File: src/rtl/mpts_pkg.sv
`default_nettype none
package mpts_pkg;

   localparam int ADDR_WIDTH  = 32;
   localparam int ERROR_LIMIT = 10;
   localparam int SLOT_COUNT  = 21;

   localparam logic [1:0] REQ_START      = 2'd0;
   localparam logic [1:0] REQ_WRITE_DONE = 2'd1;
   localparam logic [1:0] REQ_READ_DATA  = 2'd2;

   localparam logic [1:0] CMD_WRITE  = 2'd0;
   localparam logic [1:0] CMD_READ   = 2'd1;
   localparam logic [1:0] CMD_FINISH = 2'd2;

   localparam logic [1:0] SIZE_BYTE = 2'd0;
   localparam logic [1:0] SIZE_HALF = 2'd1;
   localparam logic [1:0] SIZE_WORD = 2'd2;

   localparam logic [1:0] PH_FILL  = 2'd0;
   localparam logic [1:0] PH_READ  = 2'd1;
   localparam logic [1:0] PH_WORD  = 2'd2;
   localparam logic [1:0] PH_CHUNK = 2'd3;

   localparam logic [2:0] CSR_BASE    = 3'd0;
   localparam logic [2:0] CSR_LENGTH  = 3'd1;
   localparam logic [2:0] CSR_EN_BYTE = 3'd2;
   localparam logic [2:0] CSR_EN_HALF = 3'd3;
   localparam logic [2:0] CSR_EN_WORD = 3'd4;
   localparam logic [2:0] CSR_EN_CHK  = 3'd5;
   localparam logic [2:0] CSR_EN_CNT  = 3'd6;

   localparam logic [31:0] PAT_FILL = 32'h1234_5678;
   localparam logic [31:0] PAT_55   = 32'h5555_5555;
   localparam logic [31:0] PAT_AA   = 32'hAAAA_AAAA;

   localparam logic [31:0] ADDR_MASK = 32'((64'd1 << ADDR_WIDTH) - 64'd1);

   typedef struct packed {
      logic [1:0]  req_type;
      logic [31:0] read_data;
   } item_type;

   typedef struct packed {
      logic [31:0] base_address;
      logic [26:0] region_length;
      logic        en_byte;
      logic        en_half;
      logic        en_word;
      logic        en_checker;
      logic        en_count;
   } cfg_type;

   function automatic logic [1:0] slot_size(input logic [4:0] s);
      if (s < 5'd12) return SIZE_BYTE;
      else if (s < 5'd18) return SIZE_HALF;
      else return SIZE_WORD;
   endfunction

   function automatic logic [1:0] slot_lane(input logic [4:0] s);
      logic [1:0] r;
      case (s)
         5'd0, 5'd1, 5'd2, 5'd12, 5'd13, 5'd14: r = 2'd0;
         5'd3, 5'd4, 5'd5, 5'd15, 5'd16, 5'd17: r = 2'd1;
         5'd6, 5'd7, 5'd8:                      r = 2'd2;
         5'd9, 5'd10, 5'd11:                    r = 2'd3;
         default:                               r = 2'd0;
      endcase
      return r;
   endfunction

   function automatic logic [1:0] slot_pattern(input logic [4:0] s);
      logic [1:0] r;
      case (s)
         5'd0, 5'd3, 5'd6, 5'd9, 5'd12, 5'd15, 5'd18:  r = 2'd0;
         5'd1, 5'd4, 5'd7, 5'd10, 5'd13, 5'd16, 5'd19: r = 2'd1;
         default:                                      r = 2'd2;
      endcase
      return r;
   endfunction

endpackage
`default_nettype wire

File: src/rtl/mpts_queue.sv
`default_nettype none
module mpts_queue (
   input  wire                   clock,
   input  wire                   reset,
   input  wire                   push,
   input  mpts_pkg::item_type    push_item,
   output logic                  full,
   input  wire                   pop,
   output logic                  head_valid,
   output mpts_pkg::item_type    head_item
);
   import mpts_pkg::*;

   item_type   data_ff [2];
   logic       wr_ptr_ff, wr_ptr_in;
   logic       rd_ptr_ff, rd_ptr_in;
   logic [1:0] count_ff, count_in;

   assign full       = count_ff == 2'd2;
   assign head_valid = count_ff != 2'd0;
   assign head_item  = data_ff[rd_ptr_ff];

   always_comb begin
      wr_ptr_in = push ? ~wr_ptr_ff : wr_ptr_ff;
      rd_ptr_in = pop ? ~rd_ptr_ff : rd_ptr_ff;
      count_in  = count_ff + {1'b0, push} - {1'b0, pop};
   end

   always_ff @(posedge clock) begin
      if (reset) begin
         wr_ptr_ff <= 1'b0;
         rd_ptr_ff <= 1'b0;
         count_ff  <= 2'd0;
      end else begin
         wr_ptr_ff <= wr_ptr_in;
         rd_ptr_ff <= rd_ptr_in;
         count_ff  <= count_in;
      end
   end

   always_ff @(posedge clock) begin
      if (push) begin
         data_ff[wr_ptr_ff] <= push_item;
      end
   end

   a_no_overflow: assert property (@(posedge clock) disable iff (reset)
      full |-> !push) else $error("push into full queue");
   a_no_underflow: assert property (@(posedge clock) disable iff (reset)
      !head_valid |-> !pop) else $error("pop from empty queue");
   a_count_step: assert property (@(posedge clock) disable iff (reset)
      (push && !pop) |=> count_ff == $past(count_ff) + 2'd1) else $error("count slip");

endmodule
`default_nettype wire

File: src/rtl/mpts_engine.sv
`default_nettype none
module mpts_engine (
   input  wire                   clock,
   input  wire                   reset,
   input  mpts_pkg::cfg_type     cfg,
   input  wire                   head_valid,
   input  mpts_pkg::item_type    head_item,
   output logic                  pop,
   output logic                  rsp_valid,
   input  wire                   rsp_stall,
   output logic [1:0]            rsp_command,
   output logic [31:0]           rsp_mem_address,
   output logic [1:0]            rsp_access_size,
   output logic [31:0]           rsp_write_value,
   output logic [31:0]           rsp_error_total
);
   import mpts_pkg::*;

   logic        busy_ff, busy_in;
   logic [1:0]  phase_ff, phase_in;
   logic [23:0] chunk_ff, chunk_in;
   logic [4:0]  sub_ff, sub_in;
   logic        rp_ff, rp_in;
   logic [31:0] exp_ff, exp_in;
   logic [31:0] err_ff, err_in;

   logic        out_valid_ff, out_valid_in;
   logic [1:0]  cmd_ff, cmd_in;
   logic [31:0] addr_ff, addr_in;
   logic [1:0]  size_ff, size_in;
   logic [31:0] val_ff, val_in;
   logic [31:0] tot_ff, tot_in;

   logic [SLOT_COUNT-1:0] slot_mask;
   logic [24:0] wc;
   logic        can_load;

   assign wc       = cfg.region_length[26:2];
   assign can_load = !out_valid_ff || !rsp_stall;
   assign pop      = head_valid && can_load;

   always_comb begin
      logic [1:0] sz;
      logic [1:0] pt;
      logic       size_ok;
      for (int i = 0; i < SLOT_COUNT; i++) begin
         sz = slot_size(5'(i));
         pt = slot_pattern(5'(i));
         size_ok = (sz == SIZE_BYTE) ? cfg.en_byte :
                   (sz == SIZE_HALF) ? cfg.en_half : cfg.en_word;
         slot_mask[i] = size_ok && ((pt < 2'd2) ? cfg.en_checker : cfg.en_count);
      end
   end

   function automatic logic [4:0] next_slot(input logic [SLOT_COUNT-1:0] m,
                                            input logic [4:0] from);
      logic [4:0] r;
      r = 5'(SLOT_COUNT);
      for (int i = SLOT_COUNT - 1; i >= 0; i--) begin
         if (m[i] && 5'(i) >= from) r = 5'(i);
      end
      return r;
   endfunction

   always_comb begin
      logic        cur_rd;
      logic [1:0]  cur_size;
      logic [31:0] got;
      logic        last;
      logic        done;
      logic        emit;
      logic        finish;
      logic        n_rd;
      logic [31:0] a;
      logic [31:0] rem;
      logic [1:0]  lane;
      logic [1:0]  pat;
      logic [31:0] v;
      logic [1:0]  s;

      busy_in  = busy_ff;
      phase_in = phase_ff;
      chunk_in = chunk_ff;
      sub_in   = sub_ff;
      rp_in    = rp_ff;
      exp_in   = exp_ff;
      err_in   = err_ff;
      done     = 1'b0;
      emit     = 1'b0;
      finish   = 1'b0;

      cur_rd   = (phase_ff == PH_FILL) ? 1'b0 : (phase_ff == PH_READ) ? 1'b1 : rp_ff;
      cur_size = (phase_ff == PH_CHUNK) ? slot_size(sub_ff) : SIZE_WORD;
      got      = (cur_size == SIZE_BYTE) ? {24'd0, head_item.read_data[7:0]} :
                 (cur_size == SIZE_HALF) ? {16'd0, head_item.read_data[15:0]} :
                 head_item.read_data;
      last     = ({1'b0, chunk_ff} + 25'd1) >= wc;

      if (pop) begin
         if (head_item.req_type == REQ_START) begin
            if (!busy_ff) begin
               err_in   = 32'd0;
               phase_in = PH_FILL;
               chunk_in = 24'd0;
               sub_in   = 5'd0;
               rp_in    = 1'b0;
               exp_in   = 32'd0;
               if (wc == 25'd0) begin
                  finish = 1'b1;
               end else begin
                  busy_in = 1'b1;
                  emit    = 1'b1;
               end
            end
         end else if (busy_ff && (head_item.req_type == REQ_WRITE_DONE ||
                                  head_item.req_type == REQ_READ_DATA) &&
                      ((head_item.req_type == REQ_READ_DATA) == cur_rd)) begin
            if (cur_rd && got != exp_ff && err_ff != 32'hFFFF_FFFF &&
                (phase_ff != PH_CHUNK || err_ff < 32'(ERROR_LIMIT))) begin
               err_in = err_ff + 32'd1;
            end
            if (phase_ff == PH_FILL || phase_ff == PH_READ) begin
               if (last) begin
                  phase_in = phase_ff + 2'd1;
                  chunk_in = 24'd0;
                  sub_in   = 5'd0;
                  rp_in    = 1'b0;
               end else begin
                  chunk_in = chunk_ff + 24'd1;
               end
            end else if (!rp_ff) begin
               rp_in = 1'b1;
            end else begin
               rp_in = 1'b0;
               if (phase_ff == PH_WORD) begin
                  if (sub_ff == 5'd0) begin
                     sub_in = 5'd1;
                  end else begin
                     sub_in = 5'd0;
                     if (!last) begin
                        chunk_in = chunk_ff + 24'd1;
                     end else begin
                        phase_in = PH_CHUNK;
                        chunk_in = 24'd0;
                        sub_in   = next_slot(slot_mask, 5'd0);
                        done     = sub_in >= 5'(SLOT_COUNT);
                     end
                  end
               end else begin
                  sub_in = next_slot(slot_mask, sub_ff + 5'd1);
                  if (sub_in >= 5'(SLOT_COUNT)) begin
                     if (last) begin
                        done = 1'b1;
                     end else begin
                        chunk_in = chunk_ff + 24'd1;
                        sub_in   = next_slot(slot_mask, 5'd0);
                        done     = sub_in >= 5'(SLOT_COUNT);
                     end
                  end
               end
            end
            if (done) finish = 1'b1;
            else emit = 1'b1;
         end
      end

      n_rd = (phase_in == PH_FILL) ? 1'b0 : (phase_in == PH_READ) ? 1'b1 : rp_in;
      a    = cfg.base_address + {6'd0, chunk_in, 2'b00};
      rem  = (32'(wc) - 32'(chunk_in)) << 2;
      lane = slot_lane(sub_in);
      pat  = slot_pattern(sub_in);
      s    = SIZE_WORD;
      v    = PAT_FILL;
      case (phase_in)
         PH_FILL, PH_READ: begin
            v = PAT_FILL;
         end
         PH_WORD: begin
            v = (sub_in == 5'd0) ? PAT_55 : PAT_AA;
         end
         PH_CHUNK: begin
            s = slot_size(sub_in);
            case (s)
               SIZE_BYTE: begin
                  a = a + {30'd0, lane};
                  v = (pat == 2'd0) ? 32'h55 : (pat == 2'd1) ? 32'hAA :
                      {24'd0, 8'(rem + 32'd4 - {30'd0, lane})};
               end
               SIZE_HALF: begin
                  a = a + {29'd0, lane, 1'b0};
                  v = (pat == 2'd0) ? 32'h5555 : (pat == 2'd1) ? 32'hAAAA :
                      {16'd0, 16'(rem + 32'd2 - {30'd0, lane})};
               end
               default: begin
                  v = (pat == 2'd0) ? PAT_55 : (pat == 2'd1) ? PAT_AA : rem;
               end
            endcase
         end
         default: begin
            v = PAT_FILL;
         end
      endcase

      cmd_in  = cmd_ff;
      addr_in = addr_ff;
      size_in = size_ff;
      val_in  = val_ff;
      tot_in  = tot_ff;
      out_valid_in = out_valid_ff && rsp_stall;

      if (finish) begin
         busy_in  = 1'b0;
         phase_in = PH_FILL;
         chunk_in = 24'd0;
         sub_in   = 5'd0;
         rp_in    = 1'b0;
         cmd_in   = CMD_FINISH;
         addr_in  = 32'd0;
         size_in  = SIZE_BYTE;
         val_in   = 32'd0;
         tot_in   = err_in;
         out_valid_in = 1'b1;
      end else if (emit) begin
         exp_in  = v;
         cmd_in  = n_rd ? CMD_READ : CMD_WRITE;
         addr_in = a & ADDR_MASK;
         size_in = s;
         val_in  = n_rd ? 32'd0 : v;
         tot_in  = err_in;
         out_valid_in = 1'b1;
      end
   end

   always_ff @(posedge clock) begin
      if (reset) begin
         busy_ff      <= 1'b0;
         phase_ff     <= PH_FILL;
         chunk_ff     <= 24'd0;
         sub_ff       <= 5'd0;
         rp_ff        <= 1'b0;
         exp_ff       <= 32'd0;
         err_ff       <= 32'd0;
         out_valid_ff <= 1'b0;
      end else begin
         busy_ff      <= busy_in;
         phase_ff     <= phase_in;
         chunk_ff     <= chunk_in;
         sub_ff       <= sub_in;
         rp_ff        <= rp_in;
         exp_ff       <= exp_in;
         err_ff       <= err_in;
         out_valid_ff <= out_valid_in;
      end
   end

   always_ff @(posedge clock) begin
      cmd_ff  <= cmd_in;
      addr_ff <= addr_in;
      size_ff <= size_in;
      val_ff  <= val_in;
      tot_ff  <= tot_in;
   end

   assign rsp_valid       = out_valid_ff;
   assign rsp_command     = cmd_ff;
   assign rsp_mem_address = addr_ff;
   assign rsp_access_size = size_ff;
   assign rsp_write_value = val_ff;
   assign rsp_error_total = tot_ff;

   a_finish_idles: assert property (@(posedge clock) disable iff (reset)
      (out_valid_in && can_load && cmd_in == CMD_FINISH) |=> !busy_ff)
      else $error("finish left engine busy");
   a_limit_holds: assert property (@(posedge clock) disable iff (reset)
      (phase_ff == PH_CHUNK && err_ff >= 32'(ERROR_LIMIT) &&
       !(pop && head_item.req_type == REQ_START)) |=> $stable(err_ff))
      else $error("error count passed limit");
   a_no_pop_full: assert property (@(posedge clock) disable iff (reset)
      (out_valid_ff && rsp_stall) |-> !pop) else $error("pop while output held");
   a_idle_response: assert property (@(posedge clock) disable iff (reset)
      (!busy_ff && pop && head_item.req_type != REQ_START) |=> !busy_ff)
      else $error("response woke idle engine");

endmodule
`default_nettype wire

File: src/rtl/memory_pattern_test_sequencer_top.sv
// Each req transfer is held in the queue, then its command in the engine output register.
// One req transfer per cycle while the queue is not full, at most one command per request.
// A 2-entry queue decouples request intake from the engine; the output register holds on stall.
// Reset (synchronous, active high) clears the queue, engine state, error count and config.
`default_nettype none
module memory_pattern_test_sequencer_top (
   input  wire          clock,
   input  wire          reset,
   input  wire          req_valid,
   output logic         req_stall,
   input  wire  [1:0]   req_type,
   input  wire  [31:0]  req_read_data,
   output logic         rsp_valid,
   input  wire          rsp_stall,
   output logic [1:0]   rsp_command,
   output logic [31:0]  rsp_mem_address,
   output logic [1:0]   rsp_access_size,
   output logic [31:0]  rsp_write_value,
   output logic [31:0]  rsp_error_total,
   input  wire          csr_write_enable,
   input  wire  [2:0]   csr_index,
   input  wire  [31:0]  csr_write_data
);
   import mpts_pkg::*;

   cfg_type  cfg_ff;
   item_type head_item;
   item_type push_item;
   logic     head_valid;
   logic     pop;
   logic     full;

   assign push_item = '{req_type: req_type, read_data: req_read_data};
   assign req_stall = full;

   always_ff @(posedge clock) begin
      if (reset) begin
         cfg_ff <= '0;
      end else if (csr_write_enable) begin
         case (csr_index)
            CSR_BASE:    cfg_ff.base_address  <= csr_write_data;
            CSR_LENGTH:  cfg_ff.region_length <= csr_write_data[26:0];
            CSR_EN_BYTE: cfg_ff.en_byte       <= csr_write_data[0];
            CSR_EN_HALF: cfg_ff.en_half       <= csr_write_data[0];
            CSR_EN_WORD: cfg_ff.en_word       <= csr_write_data[0];
            CSR_EN_CHK:  cfg_ff.en_checker    <= csr_write_data[0];
            CSR_EN_CNT:  cfg_ff.en_count      <= csr_write_data[0];
            default: ;
         endcase
      end
   end

   mpts_queue u_queue (
      .clock      (clock),
      .reset      (reset),
      .push       (req_valid && !full),
      .push_item  (push_item),
      .full       (full),
      .pop        (pop),
      .head_valid (head_valid),
      .head_item  (head_item)
   );

   mpts_engine u_engine (
      .clock           (clock),
      .reset           (reset),
      .cfg             (cfg_ff),
      .head_valid      (head_valid),
      .head_item       (head_item),
      .pop             (pop),
      .rsp_valid       (rsp_valid),
      .rsp_stall       (rsp_stall),
      .rsp_command     (rsp_command),
      .rsp_mem_address (rsp_mem_address),
      .rsp_access_size (rsp_access_size),
      .rsp_write_value (rsp_write_value),
      .rsp_error_total (rsp_error_total)
   );

endmodule
`default_nettype wire

File: config.mk
export PLATFORM = sky130hd
export DESIGN_NAME = memory_pattern_test_sequencer_top
export DESIGN_NICKNAME = d
export VERILOG_FILES = /design/src/rtl/mpts_pkg.sv /design/src/rtl/mpts_queue.sv /design/src/rtl/mpts_engine.sv /design/src/rtl/memory_pattern_test_sequencer_top.sv
export SDC_FILE = /design/constraint.sdc
export NUM_CORES = 1
export LEC_CHECK = 0
export BUFFER_PORTS_ARGS = -buffer_cell sky130_fd_sc_hd__buf_2
export CAP_MARGIN = 20
export CORE_MARGIN = 5
export CORE_UTILIZATION = 40
export DETAILED_ROUTE_END_ITERATION = 16
export GPL_TIMING_DRIVEN = 0
export PLACE_DENSITY = 0.68
export SLEW_MARGIN = 15
export SYNTH_ARGS = -nofsm -noshare
export SYNTH_HDL_FRONTEND = slang
export SYNTH_SLANG_ARGS = --single-unit
File: constraint.sdc
create_clock -name clock -period 16.38 [get_ports clock]
set_input_delay 0.819 -clock clock [delete_from_list [all_inputs] [get_ports clock]]
set_output_delay 0.819 -clock clock [all_outputs]
set_load 0.01 [all_outputs]
==> results of run 1 <==
critical path, delay by kind of cell, from the launching register on:
family	cells	cell delay, ps
fa+ha+maj	2	790
xor+xnor	2	610
buf+inv	5	1490
simple gates	14	4410
flops	1	300
compound gates	15	4590
per-layer routing:
metal,track usage (%),share of wire (%)
met5,0,0
met4,10.5,4.8
met3,3.75,6.5
met2,42.8,47
met1,32.8,41
sequential cells by signal (all words and copies together), names as in the netlist, named ones only:
| signal | count |
|---|---|
| u_engine.rsp_error_total | 32 |
| u_engine.chunk_ff | 24 |
| u_engine.rsp_access_size | 2 |
| u_engine.phase_ff | 2 |
| u_engine.busy_ff | 1 |
| u_engine.sub_ff | 5 |
| u_queue.count_ff | 2 |
| u_engine.rp_ff | 1 |
| u_engine.rsp_command | 2 |
| u_engine.rsp_valid | 1 |
| cfg_ff | 62 |
| u_engine.rsp_write_value | 30 |
| u_engine.rsp_mem_address | 32 |
| u_engine.exp_ff | 32 |
| u_queue.data_ff | 68 |
| u_queue.wr_ptr_ff | 1 |
| u_queue.rd_ptr_ff | 1 |
| u_engine.err_ff | 32 |
power by group:
| group | switching [W] | internal [W] | leakage [nW] |
|---|---|---|---|
| logic | 0.000451 | 0.000196 | 6.03 |
| registers | 0.0000422 | 0.000947 | 2.81 |
| clock network | 0.000374 | 0.000503 | 0.627 |
layout by cell type (no fill, tap or decap), types with 53 or more instances in the layout:
| cell type | n |
|---|---|
| nand2_1 | 385 |
| dfxtp_1 | 231 |
| a21oi_1 | 218 |
| nor2_1 | 189 |
| buf_2 | 188 |
| o21ai_0 | 172 |
| clkbuf_1 | 117 |
| ha_1 | 105 |
| edfxtp_1 | 100 |
| inv_1 | 96 |
| nand3_1 | 84 |
| xnor2_1 | 55 |
| nor3_1 | 53 |
| xor2_1 | 53 |
cell families (layout without fill, tap and decap cells):
group	Yosys count	in the layout	share of synthesized area [%]
compound gates	775	775	23.6
xor+xnor	111	111	4.65
mux	55	55	2.63
flops	331	331	35.7
fa+ha+maj	109	109	6.52
simple gates	1005	1005	22.5
buf+inv	238	487	4.49
worst min-delay path by stage:
stage                                               endpoint  cells past startpoint                                startpoint
global placement    u_engine.rsp_access_size[0]$_SDFFE_PP0P_                      2  u_engine.rsp_access_size[0]$_SDFFE_PP0P_
CTS                         u_queue.data_ff[0][31]$_DFFE_PP_                      1                         req_read_data[31]
detailed placement      u_engine.rsp_command[1]$_SDFFE_PP1P_                      2      u_engine.rsp_command[1]$_SDFFE_PP1P_
floorplan                            cfg_ff[34]$_SDFFE_PP0P_                      2                   cfg_ff[34]$_SDFFE_PP0P_
finish                      u_queue.data_ff[0][31]$_DFFE_PP_                      1                         req_read_data[31]
global route                u_queue.data_ff[0][31]$_DFFE_PP_                      1                         req_read_data[31]
final cells by class:
type,count,area share (%)
tap,688,3.52
clock inverter,24,0.854
timing repair buffer,177,3.74
clock buffer,48,4.38
multi-input combinational,2055,52.4
buffer,141,2.44
sequential,331,31.2
inverter,97,1.49
stage by stage:
stage,instance area (sq um),hold slack [ps],std cells,utilization [%]
after floorplan,21400,441,2624,-
after global placement,23100,435,3486,43.8
after detailed placement,23200,435,3488,43.9
after CTS,24500,423,3560,46.3
after global routing,24500,418,3561,46.4
final,24500,439,3561,46.4
==> impl_metrics.tcl, run 1 <==
set metrics [dict create \
    clk_latency_ps 580 \
    ys_seq_area_share_pct 35.7 \
    crit_end "u_engine.rsp_mem_address[28]$_SDFFE_PP0P_" \
    seqCellArea_sq_um 7630 \
    setup_ws_ps 4030 \
    nNetsFinal 3025 \
    yosys-top-cells-count "nand2_1, dfxtp_1, a21oi_1" \
    drv_cap 0 \
    synth_area_leaders "dfxtp_1, edfxtp_1, nand2_1, ha_1, a21oi_1" \
    slew_headroom_pct 29.6 \
    fmax_mhz 81.0 \
    synthToLayoutAreaGrowth_pct 14.3 \
    rr_startpoint "u_engine.chunk_ff[2]$_SDFF_PP0_" \
    async_flop_share_pct 0 \
    syn_inst 2624 \
    die_w_microns 241 \
    drt_iter0_markers 2080 \
    grt_use_total_pct 25.4 \
    route.detailed.drc 0 \
    yosys_register_bits 331 \
    vias 21400 \
    path_class "reg2reg" \
    finalCritPeriodShare_pct 75.4 \
    grt_max_degree 35 \
    place_congestion 0.975 \
    synth_area_sq_um 21400 \
    numCtsBuffers 39 \
    crit_slowest_cell "nor3_1" \
    syn_area_per_cell_sq_um 8.15 \
    diodes 0 \
    place_ws_ps 4520 \
    start_util_pct 40.5 \
    tightest_slew_ps 1040 \
    synth_largest_area_cell "dfxtp_1" \
    grt_remaining_overflow 0 \
    cp_max_fo 10 \
    cts_setup_buffers 0 \
    finalClockSkew_ps 17.8 \
    grt_pass1_wl_mm 116 \
    hpwl_mm 60.6 \
    worst_r2r_path_depth 38 \
    pwr_density_cell_nw_per_um2 103 \
    rrSetupSlack_ps 4030 \
    ys_warn_count 0 \
    synth_top_flop_cell "dfxtp_1" \
    peakVddDrop_mv 0.0668 \
    cpPeakStageDelay_ps 770 \
    grt_pass1_vias 20300 \
    cp.arrival_ps 12810 \
    cp-start-kind "flop" \
    dieArea_sq_um 58200 \
    dr.pass1.iters 9 \
    maxSlewViolCount 0 \
    holdBufCountCts 0 \
    coreArea_sq_um 52800 \
    cp.required_ps 16840 \
    yosysTopAreaCellShare_pct 21.6 \
    antenna_found_initial 0 \
    finalPower_w 0.00251 \
    clk_path_buf_depth 3 \
    placementRows 84 \
    clkTransAtPathRegs_ps 60 \
    finalCriticalPeriod_ps 12350 \
    hold_viol 0 \
    r2r_end "u_engine.rsp_mem_address[28]$_SDFFE_PP0P_" \
    cts_tree "done" \
    grt_setup_unrepaired "false" \
    crit_top_cell "nand2_1" \
    num-fill-cells 5274 \
    cp-end-kind "flop" \
    num_io_pins 176 \
    outcome "complete, no violations" \
    cts_sinks 331 \
    yosysMostFrequentCell "nand2_1" \
    syn-num-nets 2807 \
    cts-resized-gates 0 \
    post_drt_wl_per_cell_microns 21.7 \
    io_buffers 174 \
    crit_start "u_engine.chunk_ff[2]$_SDFF_PP0_" \
    synth_edf_count 100 \
    setup-violations-final 0 \
    power_leakage_nw 9.47 \
    tns_ps 0 \
    multi_input_area_sq_um 12800 \
    routed_wl_mm 77.2 \
    avgViaCountPerCell 6.00 \
    fp.dieH_microns 241 \
    synth.distinct_cells 102 \
    drive_gt1_share_pct 12.1 \
    min_path_type "in2reg" \
    htree_levels 2 \
    clock-root-buffer "clkbuf_16" \
    ant_nets 0 \
]
Note: power is estimated with default switching activity, not from simulation.
==> inputs of run 2 (changes only) <==
Settings changed: ABC_AREA from default to 1, PLACE_DENSITY 0.68 to 0.7.
Clock period 16.38 ns to 10.9 ns, I/O delays scaled along.
==> impl_metrics.tcl, run 2 <==
set metrics [dict create \
    outcome "complete, no violations" \
    num_io_pins 176 \
    dp.cells 3953 \
    min_path_type "in2reg" \
    numCtsBuffers 37 \
    top_register "u_queue.data_ff" \
    synth_area_leaders "dfxtp_1, edfxtp_1, nand2_1, inv_1, ha_1" \
    fmax_mhz 96.8 \
    synth_top_flop_cell "dfxtp_1" \
    routed_wl_mm 76.3 \
    tightest_slew_ps 1080 \
    finalClockSkew_ps 41.5 \
    dr.pass1.iters 6 \
    async_flop_share_pct 0 \
    hpwl_mm 60.5 \
    synth_edf_count 100 \
    cts_sinks 331 \
    cp_max_fo 10 \
    tns_ps 0 \
    ys_seq_area_share_pct 34.6 \
    synth_area_sq_um 22000 \
    pwr_density_cell_nw_per_um2 264 \
    slew_headroom_pct 27.6 \
    drv_cap 0 \
    power_leakage_nw 10.6 \
    hold_viol 0 \
    die_w_microns 245 \
    grt_max_degree 34 \
    switchingPower_w 0.00329 \
    cp.required_ps 11330 \
    yosys_register_bits 331 \
    ys_warn_count 0 \
    path_class "reg2reg" \
    finalCritPeriodShare_pct 94.8 \
    yosysTopAreaCellShare_pct 21.0 \
    peakVddDrop_mv 0.142 \
    start_util_pct 40.2 \
    p_int_w 0.00335 \
    syn_inst 3073 \
    cpPeakStageDelay_ps 550 \
    synthToLayoutAreaGrowth_pct 14.2 \
    antenna_found_initial 1 \
    dieArea_sq_um 59900 \
    io_buffers 174 \
    clock-root-buffer "clkbuf_16" \
    crit_slowest_cell "clkbuf_1" \
    ant_nets 0 \
    place_ws_ps -200 \
    avgViaCountPerCell 5.58 \
    synth.distinct_cells 71 \
    place_congestion 0.995 \
    htree_levels 2 \
    largest_reg_flops 68 \
    post_drt_wl_per_cell_microns 19.0 \
    top_regs "u_queue.data_ff x68, cfg_ff x62" \
    setup_ws_ps 570 \
    synth_largest_area_cell "dfxtp_1" \
    setup-violations-final 0 \
    yosysMostFrequentCell "nand2_1" \
    cp-start-kind "flop" \
    grt_pass1_wl_mm 118 \
    cp.arrival_ps 10760 \
    syn_area_per_cell_sq_um 7.17 \
    mostFrequentLayoutCells "nand2_1, inv_1, nor2_1" \
    finalCriticalPeriod_ps 10330 \
    grt_use_total_pct 24.5 \
    maxSlewViolCount 0 \
    placementRows 86 \
    clk_latency_ps 570 \
    crit_top_cell "nand3_1" \
    clkTransAtPathRegs_ps 60 \
    cts_tree "done" \
    nNetsFinal 3471 \
    fin_cells 4022 \
    vias 22500 \
    p_comb_share_pct 55.8 \
    grt_pass1_vias 21400 \
    sw_frac_of_total_pct 49.5 \
    seqPwrFrac_pct 24.5 \
    holdBufCountCts 0 \
    yosys-top-cells-count "nand2_1, inv_1, nor2_1" \
    whs_ps 184 \
    fp.dieH_microns 245 \
    route.detailed.drc 0 \
    drive_gt1_share_pct 10.9 \
    clk_path_buf_depth 3 \
    cp-end-kind "flop" \
    coreArea_sq_um 54900 \
    drt_iter0_markers 2308 \
    final_common_cell "nand2_1" \
    syn-num-nets 3256 \
    pwr-share-clk_pct 19.7 \
    grt_remaining_overflow 0 \
]
[run 2: cell types whose count changed after synthesis, moves of 49 or more]
cell / change
nor2b_1: -49
inv_1: +264
nor2_1: +121
nand3_1: +102
o211ai_1: +49
nand2_1: +229
[run 2: cell families (layout without fill, tap and decap cells)]
logic type                 Yosys count  in the layout  share of synthesized area [%]
AOI/OAI and AO/OA                  693            693                           18.9
xor gates and xnor gates           101            101                           4.01
adders and majority gates          109            109                           6.33
buffers and inverters              508            752                           8.90
DFF                                331            331                           34.6
muxes                               31             31                           1.47
other                                0              1                              0
and+or+nand+nor                   1300           1300                           25.8
[run 2: what timing repair did]
| action | 4_1_cts | 5_1_grt |
|---|---|---|
| gates cloned | 0 | 0 |
| buffers inserted | 1 | 0 |
| gates resized for setup | 2 | 7 |
| setup endpoints to repair | 2 | 25 |
[run 2: worst paths after layout]
check	slack (ps)	start	cells past startpoint	end
setup / recovery	570	u_engine.chunk_ff[2]$_SDFF_PP0_	46	u_engine.rsp_mem_address[30]$_SDFFE_PP0P_
setup reg to reg	570	u_engine.chunk_ff[2]$_SDFF_PP0_	46	u_engine.rsp_mem_address[30]$_SDFFE_PP0P_
hold reg to reg	450	u_engine.rsp_mem_address[27]$_SDFFE_PP0P_	2	u_engine.rsp_mem_address[27]$_SDFFE_PP0P_
hold / removal	180	req_read_data[16]	1	u_queue.data_ff[1][16]$_DFFE_PP_
[run 2: area by class of cell]
type / instances / area (sq um)
antenna: 1 / 2.50
buffer: 121 / 502
clock buffer: 49 / 1050
clock inverter: 19 / 214
fill: 5611 / 29700
inverter: 386 / 1460
multi-input combinational: 2234 / 12500
sequential: 331 / 7630
tap: 704 / 881
timing repair buffer: 177 / 918
[run 2: stage by stage]
step | total power [W] | util, % | instance area [sq um]
floorplan | 0.00406 | - | 22000
global placement | 0.00522 | 43.3 | 23800
detailed placement | 0.00525 | 43.4 | 23800
CTS | 0.00657 | 45.8 | 25100
global route | 0.00707 | 45.8 | 25200
finish | 0.00664 | 45.8 | 25200
[run 2: power groups by stage]
stage	registers [W]	clock network, W	logic [W]
after floorplan	0.00168	0	0.00237
after global placement	0.00165	0	0.00357
after detailed placement	0.00165	0	0.00360
after CTS	0.00163	0.00132	0.00362
after global routing	0.00165	0.00138	0.00405
final	0.00163	0.00131	0.00370
[run 2: per-layer routing]
layer	global-route usage, %	vias to the layer above	part of all wire (%)
met2	40.9	981	46
met5	0	-	0
li1	-	10900	-
met1	32.3	10400	42
met3	3.40	166	7.8
met4	9.39	0	4.1
[run 2: worst max-delay path, delay by kind of cell, from the launching register on]
kind                       cells  cell delay (ps)
and+or+nand+nor               23             4300
AOI/OAI and AO/OA             14             2950
buffers and inverters          5             1190
xor gates and xnor gates       2              670
adders and majority gates      2              630
DFF                            1              450
